$ cat config.mk
export PLATFORM = sky130hd
export DESIGN_NAME = bccp_fifo
export DESIGN_NICKNAME = d
export VERILOG_FILES = /design/src/bccp_pkg.sv /design/src/bccp_fifo.sv
export SDC_FILE = /design/constraint.sdc
export NUM_CORES = 1
export LEC_CHECK = 0
export ABC_CLOCK_PERIOD_IN_PS = 3700
export BUFFER_PORTS_ARGS = -buffer_cell sky130_fd_sc_hd__buf_2
export CORE_MARGIN = 2
export CORE_UTILIZATION = 41
export CTS_CLUSTER_SIZE = 12
export DETAILED_ROUTE_END_ITERATION = 6
export PLACE_DENSITY = 0.7
export SYNTH_ARGS = -nofsm -noshare
export SYNTH_HDL_FRONTEND = slang
export SYNTH_SLANG_ARGS = --single-unit
$ cat constraint.sdc
create_clock -name i_clk -period 3.7 [get_ports i_clk]
set_input_delay 0.74 -clock i_clk [delete_from_list [all_inputs] [get_ports i_clk]]
set_output_delay 0.74 -clock i_clk [all_outputs]
set_load 0.005 [all_outputs]
$ cat src/bccp_pkg.sv
// Shared types, constants and elaboration-time tables for the capillary pressure unit.
`timescale 1ns / 1ps
package bccp_pkg;

    localparam int FRAC_BITS  = 16;
    localparam int PRES_BITS  = 32;
    localparam int ONE        = 1 << FRAC_BITS;
    localparam int SE_MIN_RAW = (ONE + 5000) / 10000;
    localparam int SE_MIN     = (SE_MIN_RAW > 0) ? SE_MIN_RAW : 1;
    localparam int SE_MAX     = ONE - SE_MIN;

    // configuration register indexes
    typedef enum logic [2:0] {
        CFG_WET_SEL  = 3'd0,
        CFG_RESIDUAL = 3'd1,
        CFG_LAMBDA   = 3'd2,
        CFG_ENTRY    = 3'd3,
        CFG_PMAX     = 3'd4
    } t_cfg_idx;

    typedef struct packed {
        logic        wet_sel;
        logic [15:0] residual;
        logic [15:0] lambda;
        logic [31:0] entry;
        logic [31:0] pmax;
    } t_cfg;

    // how effective saturation is to be formed
    typedef enum logic [1:0] {
        SE_DIV,
        SE_LOW,
        SE_HIGH
    } t_se_kind;

    typedef struct packed {
        t_se_kind    kind;
        logic [15:0] diff;
    } t_cell;

    typedef logic [16:1][30:0] t_root_tab;

    function automatic logic [63:0] isqrt64(input logic [63:0] v);
        logic [63:0] res;
        logic [63:0] b;
        logic [63:0] vv;
        res = '0;
        b   = 64'h4000_0000_0000_0000;
        vv  = v;
        for (int i = 0; i < 32; i++) begin
            if (vv >= res + b) begin
                vv  = vv - (res + b);
                res = (res >> 1) + b;
            end else begin
                res = res >> 1;
            end
            b = b >> 2;
        end
        return res;
    endfunction

    // 2^(2^-k) in Q30 for k = 1..16
    function automatic t_root_tab root_table();
        t_root_tab   tab;
        logic [63:0] r;
        r = 64'h8000_0000;
        for (int k = 1; k <= 16; k++) begin
            r = isqrt64(r << 30);
            tab[k] = r[30:0];
        end
        return tab;
    endfunction

    localparam t_root_tab ROOT_TAB = root_table();

endpackage

$ cat src/bccp_fifo.sv
// Four-entry queue between the front stage and the arithmetic pipeline.
`timescale 1ns / 1ps
module bccp_fifo (
    input  logic            i_clk,
    input  logic            i_rst_n,
    input  logic            i_push,
    input  bccp_pkg::t_cell i_data,
    output logic            o_full,
    input  logic            i_pop,
    output bccp_pkg::t_cell o_data,
    output logic            o_empty
);
    import bccp_pkg::*;

    t_cell      r_mem [4];
    logic [1:0] r_wr;
    logic [1:0] r_rd;
    logic [2:0] r_cnt;

    assign o_full  = (r_cnt == 3'd4);
    assign o_empty = (r_cnt == 3'd0);
    assign o_data  = r_mem[r_rd];

    always_ff @(posedge i_clk) begin
        if (!i_rst_n) begin
            r_wr  <= '0;
            r_rd  <= '0;
            r_cnt <= '0;
        end else begin
            if (i_push) begin
                r_wr <= r_wr + 2'd1;
            end
            if (i_pop) begin
                r_rd <= r_rd + 2'd1;
            end
            if (i_push && !i_pop) begin
                r_cnt <= r_cnt + 3'd1;
            end else if (i_pop && !i_push) begin
                r_cnt <= r_cnt - 3'd1;
            end
        end
    end

    always_ff @(posedge i_clk) begin
        if (i_push) begin
            r_mem[r_wr] <= i_data;
        end
    end

endmodule

-- Word level (Yosys, flattened, before mapping)
Memory sizes are Yosys's and may differ from the RTL's. A register that Yosys moved wholly into a read port is not among the register bits.
Index checks and enable logic that the tools add are counted.
- $add $sub $neg: 4
- equality and inequality tests: 1
- muxes and demuxes: 6
- reductions and logical operators: 6
- operators with widths (kind ; number):
    3-bit two-way mux ; 2
    2-bit by 1-bit adder with 2-bit output (second input constant) ; 2
    2-bit two-way mux ; 2
    3-bit by 1-bit adder with 3-bit output (second input constant) ; 1
    3-bit equality test (second input constant) ; 1
    3-bit zero test ; 1
    3-bit by 1-bit subtractor with 3-bit output (second input constant) ; 1
    1-bit logical AND ; 2
    1-bit zero test ; 2
    1-bit two-way mux ; 2
    2-bit nonzero test ; 1
- register bits after elaboration: 7
- bits in writable memories: 72
- input port bits: 22
- output and inout bits: 20
- logic and storage cells: 21
- memories kept: 1
- memories (memory ; words ; bits a word ; rd ports ; clocked after Yosys merged registers in ; write ports ; RTL line ; source):
    r_mem ; 4 ; 18 ; 1 ; 1 ; 1 ; bccp_fifo.sv:15 ; t_cell r_mem [4];

-- Longest topological paths before layout
- word-level depth: 4
- depth in mapped cells: 7
- gate-level depth less buffers: 7

-- Least setup slack after synthesis
Ideal clock, no wire load.
- path type: in2reg
- from: input i_pop
- to: register r_cnt[2]
- setup time: 0.076 ns
- data arrival time: 1.941 ns
- required time: 3.624 ns
- slack: 1.683 ns
- stages: 7
- buffers on the path: 0
- cells stage by stage: inv_1 > ha_1 > inv_1 > fa_1 > xor2_1 > or3_1 > a21boi_0
- longest elaborated chain between the ends: 3
- elaborated cells on any way between the ends: 5
- classes of those cells: mux (1); reduce/logical (4)
- ends and longest elaborated chain (element ; RTL line ; source):
    start, declared ; bccp_fifo.sv:9 ; input logic i_pop,
    1-bit zero test ; bccp_fifo.sv:36 ; if (i_push && !i_pop) begin
    1-bit logical AND ; bccp_fifo.sv:36 ;
    3-bit two-way mux or 2-bit nonzero test (tied branches) ; n/a ;
    end signal, assigned ; bccp_fifo.sv:37 ; r_cnt <= r_cnt + 3'd1;
    end signal, assigned ; bccp_fifo.sv:39 ; r_cnt <= r_cnt - 3'd1;
    end, declared ; bccp_fifo.sv:18 ; logic [2:0] r_cnt;
Several ways; a longest one is shown, not always the timed one.
A chain may end at the register's enable or synchronous reset.

==> results.toml <==
[placement]
dp.cells = 274
dp_hpwl_mm = 2.97
place_area_mm2 = 0.00338
gp_congestion = 0.643
place.port_buffers = 41

[floorplanning]
die_h_um = 90.7
start_util_pct = 42.5
coreArea_mm2 = 0.00725
dieArea_mm2 = 0.00823
die_w_um = 90.7
rows = 31
num_io_pins = 42

[synthesis]
synth_common_cells = "edfxtp_1, mux4_2, and2_1, dfxtp_1, mux4_1"
yosysTopAreaCell = "edfxtp_1"
netlist_area_mm2 = 0.00308
seq_area_frac_synth_pct = 75.9
synth.top_cells.by_area = "edfxtp_1, mux4_2, mux4_1"
synth.most_common_cell = "edfxtp_1"
ys_warn_count = 0
synth_cell_types = 21
synth_edf_count = 72
synthCells = 137
yosys_register_bits = 81
syn_area_per_cell_um2 = 22.5
async_flop_share_pct = 0
synth_flop_cell = "edfxtp_1"
syn_nets = 165
yosys.area.top_type_share_pct = 70.1

[sta]
fin_crit_ps = 2810
post-route-period-util_pct = 76.0
hold_viol = 0
finalSetupTns_ps = 0
worst_pin_slew_ps = 966
timing.fmax_mhz = 356
setup_viol_count_final = 0
fin_skew_ps = 4.52
slew_viol_final = 0
relSlewSlack_pct = 35.6
rsz0062_at_grt = "no"

[route]
vias_per_cell = 4.71
first_pass_iters = 4
drt_iter0_markers = 79
vias = 1366
drc = 0
antenna_left = 0
drt_wl_total_mm = 4.63
wl_per_cell_um = 16.0

[setup_path]
crit_fanout = 12
cp-end-kind = "primary output"
crit_type = "register to primary output"
startpoint_type = "register"
arrival_ps = 2070
required_ps = 2960

[finish]
syn2layout_area_growth_pct = 16.1
antenna_cells = 0
multi_input_area_um2 = 686
finalNetCount = 214
final_cells = 290
fillers = 612
drive_gt1_share_pct = 35.6
regArea_mm2 = 0.00234
design_area_mm2 = 0.00358

[global_routing]
grt_max_degree = 19
grt_usage_pct = 12.4
grt_pass1_vias = 1463
antenna_found_initial = 0
grt_first_pass_wirelength_mm = 7.44
grt-ovfl-total = 0

[clocking]
cts-root-buf = "clkbuf_8"
cts_resized = 0
clk_latency_ps = 340
cts_tree = "built"
h-tree-depth = 3
cts_buffer_depth = 2
path_clk_slew_ps = 80
ctsHoldBuffers = 0
cts.sinks = 81
cts_made_buffers = 9
cts_setup_buffers = 0

[job]
drv_cap = 0

[power]
leakage_nw = 1.25
vdd_drop_max_uv = 185
powerDensity_mw_per_mm2 = 525
power.total_mw = 1.88

[outcome]
outcome = "finished, final reports clean"

[worst_hold_path]
worst_hold_path_type = "register to register"
[power by group]
group / switching [mW] / internal [mW]
clock: 0.312 / 0.317
sequential: 0.0297 / 1.05
combinational: 0.0770 / 0.0961
[routing by layer]
metal | share of wire [%] | GRT usage (%) | routed length (um)
met1 | 46 | 15.6 | 2120
met2 | 49 | 19.3 | 2260
met3 | 3.5 | 3.17 | 164
met4 | 1.8 | 7.31 | 82
met5 | 0 | 0 | 0
[metrics by stage]
stage          util [%]  worst slack [ps]  hold slack [ps]
2_1_floorplan         -              1680              472
3_3_place_gp       46.6              1220              494
3_5_place_dp       46.6              1190              505
4_1_cts            49.4               804              518
5_1_grt            49.4               713              588
6_report           49.4               889              512
[kinds of logic after synthesis]
logic type               synth area share (%)
adder cells (fa/ha/maj)                  2.68
multiplexers                             14.8
XOR/XNOR                                 1.42
AO/OA/AOI/OAI                           0.406
AND/OR/NAND/NOR                          2.96
buffers and inverters                    1.83
flip-flops                               75.9
[worst paths after layout]
check	start	endpoint	slack (ps)	cells past startpoint
setup reg to reg	r_wr[0]	r_mem[0][0]	1990	3
hold reg to reg	r_cnt[2]	r_cnt[2]	510	2
setup / recovery	register	o_data[2]	890	3
hold / removal	r_cnt[2]	r_cnt[2]	510	2
[final cells by class]
class | count | area share [%]
clock buffers | 9 | 3.46
clock inverters | 7 | 2.13
inverters | 4 | 0.419
multi-input cells | 48 | 19.2
flip-flops and latches | 81 | 65.4
well taps | 99 | 3.46
repair buffers | 42 | 5.94
[sequential cells by signal, summed over array words and instances (netlist names), named ones only]
name / count
r_cnt: 3
r_rd: 2
r_wr: 2
r_mem: 72
[critical path, cell delays in order (launching register included)]
cell,delay (ps)
dfxtp_1,770
buf_4,310
mux4_2,510
buf_2,140
[placed cells by master, fill, tap and decap left out]
cell type and n:
edfxtp_1 72, buf_2 41, mux4_2 10, and2_1 9, dfxtp_1 9, clkbuf_8 9
mux4_1 8, ha_1 5, inv_1 4, xor2_1 3, inv_6 3, xnor2_1 2
mux2i_1 2, nor2b_1 2, clkinvlp_4 2, nor3_1 1, nor3b_1 1, nand2_1 1
o21ai_0 1, or3_1 1, a21boi_0 1, fa_1 1, clkinv_2 1, bufinv_16 1
buf_4 1
Note: power is estimated with default switching activity, not from simulation.
